--- src/sv/grayscale_bit_depth_row_packer_defines.svh ---
// ----------------------------------------------------------------------------
// Row packer assertion macros
// Shared concurrent assertion forms, clocked on clk_i, held off in reset.
// ----------------------------------------------------------------------------
`ifndef GRAYSCALE_BIT_DEPTH_ROW_PACKER_DEFINES_SVH
`define GRAYSCALE_BIT_DEPTH_ROW_PACKER_DEFINES_SVH

// Same-cycle implication.
`define GBRP_ASSERT_IMP(label, ante, cons) \
  label: assert property (@(posedge clk_i) disable iff (!rst_ni) (ante) |-> (cons)) \
    else $error("row packer: same-cycle check failed");

// Next-cycle implication.
`define GBRP_ASSERT_NXT(label, ante, cons) \
  label: assert property (@(posedge clk_i) disable iff (!rst_ni) (ante) |=> (cons)) \
    else $error("row packer: next-cycle check failed");

`endif

--- src/sv/gbrp_pkg.sv ---
// ----------------------------------------------------------------------------
// Row packer package
// Shared widths, register indexes, depth codes and the job record.
// ----------------------------------------------------------------------------
`default_nettype none

package gbrp_pkg;

  localparam int unsigned DEF_MAX_ROW_WIDTH = 4096;

  localparam int unsigned PIX_W   = 8;
  localparam int unsigned BYTE_W  = 8;
  localparam int unsigned WIDTH_W = 13;
  localparam int unsigned MODE_W  = 2;
  localparam int unsigned CFG_IDX_W  = 2;
  localparam int unsigned CFG_DATA_W = 13;
  localparam int unsigned PAD_W   = 2;

  localparam logic [CFG_IDX_W-1:0] REG_ROW_WIDTH  = 2'd0;
  localparam logic [CFG_IDX_W-1:0] REG_DEPTH_MODE = 2'd1;

  localparam logic [MODE_W-1:0] MODE_1BPP = 2'd0;
  localparam logic [MODE_W-1:0] MODE_2BPP = 2'd1;
  localparam logic [MODE_W-1:0] MODE_4BPP = 2'd2;

  // One packed byte plus the pad bytes that follow it.
  typedef struct packed {
    logic              valid;
    logic [BYTE_W-1:0] data;
    logic [PAD_W-1:0]  pads;
    logic              row_end;
  } job_t;

endpackage

`default_nettype wire

--- src/sv/gbrp_pixel_if.sv ---
// ----------------------------------------------------------------------------
// Pixel channel
// Valid/ready channel carrying one 8-bit grayscale pixel per transfer.
// ----------------------------------------------------------------------------
`default_nettype none

interface gbrp_pixel_if import gbrp_pkg::*; ();
  logic             valid;
  logic             ready;
  logic [PIX_W-1:0] pixel_value;

  modport source (output valid, output pixel_value, input ready);
  modport sink   (input valid, input pixel_value, output ready);
endinterface

`default_nettype wire

--- src/sv/gbrp_byte_if.sv ---
// ----------------------------------------------------------------------------
// Packed byte channel
// Valid/ready channel carrying one packed byte and its row marker.
// ----------------------------------------------------------------------------
`default_nettype none

interface gbrp_byte_if import gbrp_pkg::*; ();
  logic              valid;
  logic              ready;
  logic [BYTE_W-1:0] packed_byte;
  logic              row_done;

  modport source (output valid, output packed_byte, output row_done, input ready);
  modport sink   (input valid, input packed_byte, input row_done, output ready);
endinterface

`default_nettype wire

--- src/sv/gbrp_packer.sv ---
// ----------------------------------------------------------------------------
// Row packer front end
// Holds configuration and row state; folds pixels into bytes, one job per completed byte.
// ----------------------------------------------------------------------------
`default_nettype none

module gbrp_packer
  import gbrp_pkg::*;
#(
  parameter int unsigned MAX_ROW_WIDTH = DEF_MAX_ROW_WIDTH
) (
  input  wire logic                  clk_i,
  input  wire logic                  rst_ni,
  input  wire logic                  cfg_we_i,
  input  wire logic [CFG_IDX_W-1:0]  cfg_idx_i,
  input  wire logic [CFG_DATA_W-1:0] cfg_wdata_i,
  gbrp_pixel_if.sink                 pix_i,
  input  wire logic                  take_ok_i,
  output job_t                       job_o
);

  localparam int unsigned CW   = $clog2(MAX_ROW_WIDTH + 1);
  localparam int unsigned CMPW = (CW > WIDTH_W) ? CW : WIDTH_W;

  logic [WIDTH_W-1:0] width_q;
  logic [MODE_W-1:0]  mode_q;
  logic [BYTE_W-1:0]  acc_q, acc_d;
  logic [2:0]         npix_q, npix_d;
  logic [CW-1:0]      col_q, col_d;
  logic [1:0]         phase_q, phase_d;

  logic              xfer;
  logic [BYTE_W-1:0] placed;
  logic [BYTE_W-1:0] acc_new;
  logic [3:0]        npix_new;
  logic [3:0]        per_byte;
  logic              full;
  logic [CMPW-1:0]   col_new;
  logic [CMPW-1:0]   eff_width;
  logic              row_end;
  logic              emit;
  logic [1:0]        phase_emit;

  assign pix_i.ready = take_ok_i;
  assign xfer        = pix_i.valid && take_ok_i;

  always_comb begin
    unique case (mode_q)
      MODE_1BPP: begin
        placed   = {pix_i.pixel_value[7], 7'b0} >> npix_q;
        per_byte = 4'd8;
      end
      MODE_2BPP: begin
        placed   = {pix_i.pixel_value[7:6], 6'b0} >> {npix_q, 1'b0};
        per_byte = 4'd4;
      end
      default: begin
        // mode three behaves as four bits per pixel
        placed   = {pix_i.pixel_value[7:4], 4'b0} >> {npix_q, 2'b0};
        per_byte = 4'd2;
      end
    endcase
  end

  always_comb begin
    if (width_q == '0) begin
      eff_width = CMPW'(1);
    end else if (CMPW'(width_q) > CMPW'(MAX_ROW_WIDTH)) begin
      eff_width = CMPW'(MAX_ROW_WIDTH);
    end else begin
      eff_width = CMPW'(width_q);
    end
  end

  assign acc_new    = acc_q | placed;
  assign npix_new   = {1'b0, npix_q} + 4'd1;
  assign full       = (npix_new == per_byte);
  assign col_new    = CMPW'(col_q) + CMPW'(1);
  assign row_end    = (col_new >= eff_width);
  assign emit       = full || row_end;
  assign phase_emit = phase_q + 2'(emit);

  always_comb begin
    acc_d   = acc_q;
    npix_d  = npix_q;
    col_d   = col_q;
    phase_d = phase_q;
    if (xfer) begin
      acc_d   = emit ? '0 : acc_new;
      npix_d  = emit ? 3'd0 : npix_new[2:0];
      col_d   = row_end ? '0 : col_new[CW-1:0];
      phase_d = row_end ? 2'd0 : phase_emit;
    end
  end

  always_comb begin
    job_o.valid   = xfer && emit;
    job_o.data    = acc_new;
    job_o.pads    = row_end ? (2'd0 - phase_emit) : 2'd0;
    job_o.row_end = row_end;
  end

  always_ff @(posedge clk_i or negedge rst_ni) begin
    if (!rst_ni) begin
      width_q <= WIDTH_W'(1);
      mode_q  <= MODE_1BPP;
      acc_q   <= '0;
      npix_q  <= '0;
      col_q   <= '0;
      phase_q <= '0;
    end else if (cfg_we_i) begin
      // a write to the width or depth register drops a partly taken row
      if (cfg_idx_i == REG_ROW_WIDTH) begin
        width_q <= cfg_wdata_i[WIDTH_W-1:0];
        acc_q   <= '0;
        npix_q  <= '0;
        col_q   <= '0;
        phase_q <= '0;
      end else if (cfg_idx_i == REG_DEPTH_MODE) begin
        mode_q  <= cfg_wdata_i[MODE_W-1:0];
        acc_q   <= '0;
        npix_q  <= '0;
        col_q   <= '0;
        phase_q <= '0;
      end
    end else begin
      acc_q   <= acc_d;
      npix_q  <= npix_d;
      col_q   <= col_d;
      phase_q <= phase_d;
    end
  end

endmodule

`default_nettype wire

--- src/sv/gbrp_emitter.sv ---
// ----------------------------------------------------------------------------
// Row packer output stage
// Result register that sends a job's byte, then its zero pad bytes.
// ----------------------------------------------------------------------------
`default_nettype none

`include "grayscale_bit_depth_row_packer_defines.svh"

module gbrp_emitter
  import gbrp_pkg::*;
(
  input  wire logic  clk_i,
  input  wire logic  rst_ni,
  input  wire job_t  job_i,
  output logic       take_ok_o,
  gbrp_byte_if.source byte_o
);

  logic              busy_q;
  logic [BYTE_W-1:0] byte_q;
  logic [PAD_W-1:0]  pads_q;
  logic              row_end_q;
  logic              out_xfer;
  logic              last_out;

  assign out_xfer  = busy_q && byte_o.ready;
  assign last_out  = (pads_q == '0);
  assign take_ok_o = !busy_q || (out_xfer && last_out);

  assign byte_o.valid       = busy_q;
  assign byte_o.packed_byte = byte_q;
  assign byte_o.row_done    = row_end_q && last_out;

  always_ff @(posedge clk_i or negedge rst_ni) begin
    if (!rst_ni) begin
      busy_q <= 1'b0;
      pads_q <= '0;
    end else if (job_i.valid) begin
      busy_q <= 1'b1;
      pads_q <= job_i.pads;
    end else if (out_xfer) begin
      if (last_out) begin
        busy_q <= 1'b0;
      end else begin
        pads_q <= pads_q - PAD_W'(1);
      end
    end
  end

  always_ff @(posedge clk_i) begin
    if (job_i.valid) begin
      byte_q    <= job_i.data;
      row_end_q <= job_i.row_end;
    end else if (out_xfer && !last_out) begin
      byte_q <= '0;
    end
  end

  `GBRP_ASSERT_IMP(a_no_overwrite, job_i.valid, !busy_q || (byte_o.ready && pads_q == '0))
  `GBRP_ASSERT_NXT(a_pad_zero, out_xfer && pads_q != '0, busy_q && byte_q == '0)
  `GBRP_ASSERT_NXT(a_job_loaded, job_i.valid, busy_q && byte_q == $past(job_i.data))

endmodule

`default_nettype wire

--- src/sv/grayscale_bit_depth_row_packer.sv ---
// Latency: a byte appears on byte_o the cycle after the pixel transfer that completes it.
// Throughput: one pixel per cycle while byte_o is ready; a row end with pad bytes holds
//   pix_i while the output register sends the zero pad bytes.
// Reset: asynchronous, active low; clears row state, sets width 1 and one bit per pixel.
// ----------------------------------------------------------------------------
// Grayscale bit depth row packer
// Packs 8-bit grayscale pixels to 1, 2 or 4 bits each, MSB first, and pads
// every row to a multiple of four bytes, marking the last byte of the row.
// ----------------------------------------------------------------------------
`default_nettype none

module grayscale_bit_depth_row_packer
  import gbrp_pkg::*;
#(
  parameter int unsigned MAX_ROW_WIDTH = DEF_MAX_ROW_WIDTH
) (
  input  wire logic                  clk_i,
  input  wire logic                  rst_ni,
  input  wire logic                  cfg_we_i,
  input  wire logic [CFG_IDX_W-1:0]  cfg_idx_i,
  input  wire logic [CFG_DATA_W-1:0] cfg_wdata_i,
  gbrp_pixel_if.sink                 pix_i,
  gbrp_byte_if.source                byte_o
);

  // Job handed from the pixel front end to the output register: the byte
  // completed by this pixel (full, or flushed with zero fill at row end),
  // how many zero pad bytes follow it, and whether it closes a row.
  job_t job;

  // High when the output register can take a new job this cycle: it is
  // empty, or its final byte is leaving now. Pixels are taken only then,
  // so a pixel that completes no byte still waits on a draining row end.
  logic take_ok;

  // Front end: configuration registers, bit accumulator, column and
  // byte phase counters. Per-pixel work is a short shift and OR, a column count and compare.
  gbrp_packer #(
    .MAX_ROW_WIDTH (MAX_ROW_WIDTH)
  ) u_packer (
    .clk_i       (clk_i),
    .rst_ni      (rst_ni),
    .cfg_we_i    (cfg_we_i),
    .cfg_idx_i   (cfg_idx_i),
    .cfg_wdata_i (cfg_wdata_i),
    .pix_i       (pix_i),
    .take_ok_i   (take_ok),
    .job_o       (job)
  );

  // Output register: send the data byte, then advance through pad bytes,
  // raising row_done on the final transfer of a row.
  gbrp_emitter u_emitter (
    .clk_i     (clk_i),
    .rst_ni    (rst_ni),
    .job_i     (job),
    .take_ok_o (take_ok),
    .byte_o    (byte_o)
  );

endmodule

`default_nettype wire

--- src/flat_wrapper.sv ---
// flat-port wrapper written by rule: the top's interface ports become plain ports
module grayscale_bit_depth_row_packer_flat import gbrp_pkg::*;
#(
  parameter int unsigned MAX_ROW_WIDTH = DEF_MAX_ROW_WIDTH
)
  (clk_i, rst_ni, cfg_we_i, cfg_idx_i, cfg_wdata_i, pix_i_valid, pix_i_pixel_value, pix_i_ready, byte_o_valid, byte_o_packed_byte, byte_o_row_done, byte_o_ready);
  gbrp_pixel_if pix_i_i ();
  gbrp_byte_if byte_o_i ();
  input  wire logic clk_i;
  input  wire logic rst_ni;
  input  wire logic cfg_we_i;
  input  wire logic [CFG_IDX_W-1:0] cfg_idx_i;
  input  wire logic [CFG_DATA_W-1:0] cfg_wdata_i;
  input wire logic [$bits(pix_i_i.valid)-1:0] pix_i_valid;
  input wire logic [$bits(pix_i_i.pixel_value)-1:0] pix_i_pixel_value;
  output wire logic [$bits(pix_i_i.ready)-1:0] pix_i_ready;
  output wire logic [$bits(byte_o_i.valid)-1:0] byte_o_valid;
  output wire logic [$bits(byte_o_i.packed_byte)-1:0] byte_o_packed_byte;
  output wire logic [$bits(byte_o_i.row_done)-1:0] byte_o_row_done;
  input wire logic [$bits(byte_o_i.ready)-1:0] byte_o_ready;
  assign pix_i_i.valid = pix_i_valid;
  assign pix_i_i.pixel_value = pix_i_pixel_value;
  assign pix_i_ready = pix_i_i.ready;
  assign byte_o_valid = byte_o_i.valid;
  assign byte_o_packed_byte = byte_o_i.packed_byte;
  assign byte_o_row_done = byte_o_i.row_done;
  assign byte_o_i.ready = byte_o_ready;
  grayscale_bit_depth_row_packer #(.MAX_ROW_WIDTH(MAX_ROW_WIDTH)) u_core (.clk_i(clk_i), .rst_ni(rst_ni), .cfg_we_i(cfg_we_i), .cfg_idx_i(cfg_idx_i), .cfg_wdata_i(cfg_wdata_i), .pix_i(pix_i_i), .byte_o(byte_o_i));
endmodule
--- config.mk ---
export PLATFORM = sky130hd
export DESIGN_NAME = grayscale_bit_depth_row_packer_flat
export DESIGN_NICKNAME = d
export VERILOG_FILES = /design/src/sv/gbrp_pkg.sv /design/src/sv/gbrp_pixel_if.sv /design/src/sv/gbrp_byte_if.sv /design/src/sv/gbrp_packer.sv /design/src/sv/gbrp_emitter.sv /design/src/sv/grayscale_bit_depth_row_packer.sv /design/src/flat_wrapper.sv
export VERILOG_INCLUDE_DIRS = /design/src /design/src/sv
export SDC_FILE = /design/constraint.sdc
export NUM_CORES = 1
export LEC_CHECK = 0
export BUFFER_PORTS_ARGS = -buffer_cell sky130_fd_sc_hd__buf_2
export CAP_MARGIN = 10
export CORE_MARGIN = 2
export CORE_UTILIZATION = 58
export DETAILED_ROUTE_END_ITERATION = 6
export PLACE_DENSITY = 0.79
export SLEW_MARGIN = 0
export SYNTH_ARGS = -nofsm -noshare
export SYNTH_HDL_FRONTEND = slang
export SYNTH_SLANG_ARGS = --single-unit
--- constraint.sdc ---
create_clock -name clk_i -period 4.7 [get_ports clk_i]
set_input_delay 0.235 -clock clk_i [delete_from_list [all_inputs] [get_ports clk_i]]
set_output_delay 0.235 -clock clk_i [all_outputs]
set_load 0.02 [all_outputs]
* Word level (Yosys, flattened, before mapping)
Cells that the tools add are included.
** Storage, ports and cells
- Output and inout bits :: 11
- Word-level logic and storage cells :: 83
- Register bits after elaboration :: 53
- Bits of input ports :: 28
** Cells by class
- Shift operators :: 3
- Add/subtract/negate cells :: 5
- Bitwise logic cells :: 2
- Equal/unequal tests :: 5
- Magnitude comparators :: 2
- Reduce and logical (&&, ||, !) cells :: 23
- Muxes and demuxes :: 33
** Operators by type and width (number)
- $mux 13 :: 7
- $mux 8 :: 7
- $mux 2 :: 9
- $pmux 8 s2 :: 1
- $mux 3 :: 5
- $add 13x1->13 const B :: 1
- $ge 13x13->1 :: 1
- $gt 13x13->1 const B :: 1
- $logic_not 13->1 :: 1
- $or 8x8->8 :: 1
- $pmux 4 s2 :: 1
- $reduce_and 2->1 :: 4
- $reduce_bool 2->1 :: 4
- $shr 8x3->8 :: 1
- $shr 8x4->8 :: 1
- $shr 8x5->8 :: 1
- $logic_and 1x1->1 :: 6
- $logic_not 2->1 :: 3
- $add 3x1->4 const B :: 1
- $eq 2x1->1 const B :: 2
- $eq 4x4->1 :: 1
- $mux 1 :: 3
- $ne 3x1->1 const B :: 1
- $reduce_and 3->1 :: 1
- 7 further kinds :: 9

* Longest topological paths before layout
- Word-level depth :: 9
- Mapped depth :: 16
- Gate-level depth less buffers :: 14

* By module
Synthesis repeated with hierarchy kept, for this count alone.
** Second synthesis, totals
- Cells, all modules :: 309
- Area total of the unflattened synthesis :: 3126.7 um2
** Modules (own cells, without submodules)
- gbrp_packer :: cells an instance 274, times used 1, area an instance 2620.0 um2
- gbrp_emitter :: cells an instance 35, times used 1, area an instance 506.7 um2

* Worst setup path after synthesis
OpenSTA, ideal clock, no wires.
- Path kind :: reg2reg
- Start :: register u_core.u_packer.col_q[0]
- End :: register u_core.u_emitter.pads_q[1]
- Clock period less this slack :: 3273 ps
- Data arrival time :: 3142 ps
- Path buffers :: 2
- Setup slack :: 1427 ps
- Required time :: 4569 ps
- Cell stages (with the launch flop) :: 17
- Cell sequence :: dfrtp_1 ha_1 nand3_1 and2_1 or2_2 ha_1 a21oi_1 o21ai_0 nand2b_2 clkbuf_1 and2_4 buf_6 nand2_1 ha_1 xnor2_1 xnor2_1 o32ai_2
** Between the ends
- Longest elaborated chain between the ends :: 7
- Elaborated cells on any way between the ends :: 11
- Those cells by class :: add/sub: 3; order compare: 1; eq/ne: 1; mux: 2; reduce/logical: 4
** RTL lines
- from (decl) :: RTL line gbrp_packer.sv:29 : logic [CW-1:0] col_q, col_d;
- from (signal assigned) :: RTL line gbrp_packer.sv:129 : col_q <= col_d;
- $add 13x1->13 (*) :: RTL line gbrp_packer.sv:78 : assign col_new = CMPW'(col_q) + CMPW'(1);
- $ge 13x13->1 (*) :: RTL line gbrp_packer.sv:79 : assign row_end = (col_new >= eff_width);
- $logic_or 1x1->1 :: RTL line gbrp_packer.sv:80 : assign emit = full || row_end;
- $add 2x1->2 :: RTL line gbrp_packer.sv:81 : assign phase_emit = phase_q + 2'(emit);
- $sub 1x2->2 :: RTL line gbrp_packer.sv:99 : job_o.pads = row_end ? (2'd0 - phase_emit) : 2'd0;
- $mux 2 :: RTL line gbrp_packer.sv:99
- $mux 2 :: RTL line gbrp_emitter.sv:38 : end else if (job_i.valid) begin
- to (signal assigned) :: RTL line gbrp_emitter.sv:40 : pads_q <= job_i.pads;
- to (signal assigned) :: RTL line gbrp_emitter.sv:45 : pads_q <= pads_q - PAD_W'(1);
- to (decl) :: RTL line gbrp_emitter.sv:21 : logic [PAD_W-1:0] pads_q;
Mark *: on every way between the ends. The rest lies on a longest branch, timed or not.
A chain may end at the register's enable or synchronous reset.

* Worst setup path in the final report
Ends and elaborated chain as after synthesis.

==> results.json <==
{
  "status": "finished, final reports clean",
  "fp.dieW_um": 77.8,
  "synth_top_area_share_pct": 34.1,
  "dp_hpwl_um": 4620,
  "syn-num-nets": 352,
  "ir_drop_mv": 0.215,
  "stdcell_area_sq_um": 3450,
  "hold_viol_final": 0,
  "postSynthCellCount": 307,
  "synth.area.top_cells": "dfrtp_1, edfxtp_1, ha_1, mux2_2, nand2_1",
  "n_antenna_cell": 0,
  "fin_crit_ps": 3700,
  "final_nets": 377,
  "p_leak_nw": 1.54,
  "route.detailed.drc": 0,
  "synth_largest_area_cell": "dfrtp_1",
  "regToRegSetupSlack_ps": 1000,
  "cts_tree": "yes",
  "drt_first_iter_violations": 135,
  "worst_pin_slew_ps": 1080,
  "ys_ff_latch": 53,
  "postPlaceCellArea_sq_um": 3340,
  "fin_worst_skew_ps": 8.34,
  "fin_tns_setup_ps": 0,
  "yosysWarnings": 0,
  "maxCapViolations": 0,
  "post-route-period-util_pct": 78.7,
  "cts_setup_buffers": 0,
  "wire_per_inst_um": 15.8,
  "grt_pass1_wl_um": 10900,
  "clk_path_buf_depth": 2,
  "finalMaxSlewViolations": 0,
  "clkLatencyLatePin_ps": 310,
  "layout-drive-gt1-share_pct": 21.9,
  "wl_met3_um": 222,
  "overflow": 0,
  "synth_cell_types": 59,
  "cts_num_sinks": 53,
  "seq_area_frac_synth_pct": 43.5,
  "cp.arrival_ps": 3910,
  "cts_resized": 0,
  "start_kind": "flip-flop",
  "syn_area_sq_um": 3160,
  "crit_type": "flip-flop to flip-flop",
  "endpoint_kind": "flip-flop",
  "synth_flop_cell": "dfrtp_1",
  "final_cell_mix": "dfrtp_1, nand2_1, buf_2, a21oi_1, ha_1",
  "antenna_found_initial": 0,
  "syn_to_final_growth_pct": 9.11,
  "slew_headroom_pct": 27.9,
  "port_buffers": 34,
  "postRouteAntennaNets": 0,
  "dr.pass1.iters": 4,
  "power.density_nw_per_um2": 426,
  "cts_max_level": 2,
  "postCtsHoldBufs": 0,
  "numCtsBuffers": 5,
  "holdWs_ps": 73.6,
  "hold_path.class": "primary input to async pin",
  "gp_congestion": 0.868,
  "async_flop_share_pct": 83.0,
  "via_per_inst": 5.99,
  "synth_edf_count": 9,
  "initial_utilization_pct": 61.1,
  "io_pins": 39,
  "wirelength_met1_um": 2790,
  "avgSynthCellArea_sq_um": 10.3,
  "route.met2.wl_um": 3220,
  "root_buffer": "clkbuf_8",
  "row_count": 26,
  "die_y_um": 77.8,
  "max_freq_ghz": 0.270,
  "required_ps": 4910,
  "via_count": 2412,
  "dieArea_sq_um": 6050,
  "core_sq_um": 5170,
  "critPathMaxFanout": 9,
  "final_common_cell": "dfrtp_1",
  "drt_wl_total_um": 6370,
  "path_clk_slew_ps": 100,
  "rsz0062_at_grt": "no",
  "grt_max_degree": 45,
  "top_layer": "met4",
  "setup_viol": 0,
  "grtUsageTotal_pct": 22.5,
  "grt_pass1_vias": 2314
}
Yosys cell counts, drive strengths merged, types with 9 or more instances:
master  instances
a21oi          17
mux2           14
nand3          10
edfxtp          9
ha             17
inv            15
o21ai          11
dfrtp          43
clkbuf          9
nand2          37
nor2b          10
nor2           11
final cells by class:
class	instances	area [sq um]
Clock buffer	5	68.8
Clock inverter	3	41.3
Fill cell	399	1730
Inverter	15	56.3
Multi-Input combinational cell	223	1650
Sequential cell	53	1370
Tap cell	70	87.6
Timing Repair Buffer	34	170
cell families (layout without fill, tap and decap cells):
group                      after synthesis  in the layout  synth area share [%]
muxes                                   17             17                  5.94
DFF                                     53             53                  43.5
AOI/OAI and AO/OA                       68             68                  16.9
adders and majority gates               17             17                  6.74
and+or+nand+nor                        109            109                  19.3
xor gates and xnor gates                12             12                  3.33
buffers and inverters                   31             57                  4.32
registers in the layout, indices dropped and copies added (netlist names):
signal / cells
u_core.u_packer.col_q: 13
u_core.u_packer.width_q: 13
u_core.u_emitter.byte_o.packed_byte: 8
u_core.u_packer.acc_q: 8
u_core.u_packer.npix_q: 3
u_core.u_emitter.pads_q: 2
u_core.u_packer.mode_q: 2
u_core.u_packer.phase_q: 2
u_core.u_emitter.byte_o.valid: 1
u_core.u_emitter.row_end_q: 1
worst paths after layout:
kind,startpoint,endpoint,cells after the start
max in group asynchronous,rst_ni,u_core.u_packer.col_q[10],1
max reg2reg,u_core.u_packer.col_q[0],u_core.u_emitter.pads_q[1],14
min,rst_ni,u_core.u_packer.acc_q[2],1
max,u_core.u_packer.col_q[0],u_core.u_emitter.pads_q[1],14
min reg2reg,u_core.u_packer.acc_q[4],u_core.u_packer.acc_q[4],2
min in group clk_i,cfg_wdata_i[12],u_core.u_packer.width_q[12],3
power by group:
part / total, mW / switching, mW / internal, mW
Combinational: 0.517 / 0.305 / 0.212
Clock: 0.309 / 0.152 / 0.157
Sequential: 0.642 / 0.0842 / 0.558
worst max-delay path, stage by stage, from the launching register on:
cell      delay, ps
dfrtp_1         470
ha_1            320
nand4_1         220
nor2_1          180
xor2_1          250
ha_1            310
a21oi_1         130
o21ai_1         140
a211oi_2        420
and2_4          290
nand2_1          80
ha_1            310
xnor2_1         190
xnor2_1         100
o32ai_2         210
metrics by stage:
| step | power (mW) | setup slack, ps | utilization [%] | std cells |
|---|---|---|---|---|
| 5_1_grt | 1.57 | 744 | 66.6 | 403 |
| 4_1_cts | 1.47 | 981 | 66.6 | 403 |
| 3_3_place_gp | 1.14 | 1100 | 64.5 | 395 |
| 2_1_floorplan | 1.04 | 1430 | - | 307 |
| 6_report | 1.47 | 999 | 66.6 | 403 |
| 3_5_place_dp | 1.16 | 1020 | 64.5 | 395 |
per-layer routing:
metal	vias up	global-route usage [%]
met1	1175	29.2
li1	1174	-
met2	51	38.1
met4	0	6.79
met3	12	4.30
met5	-	0
(Power assumes the default switching activity.)
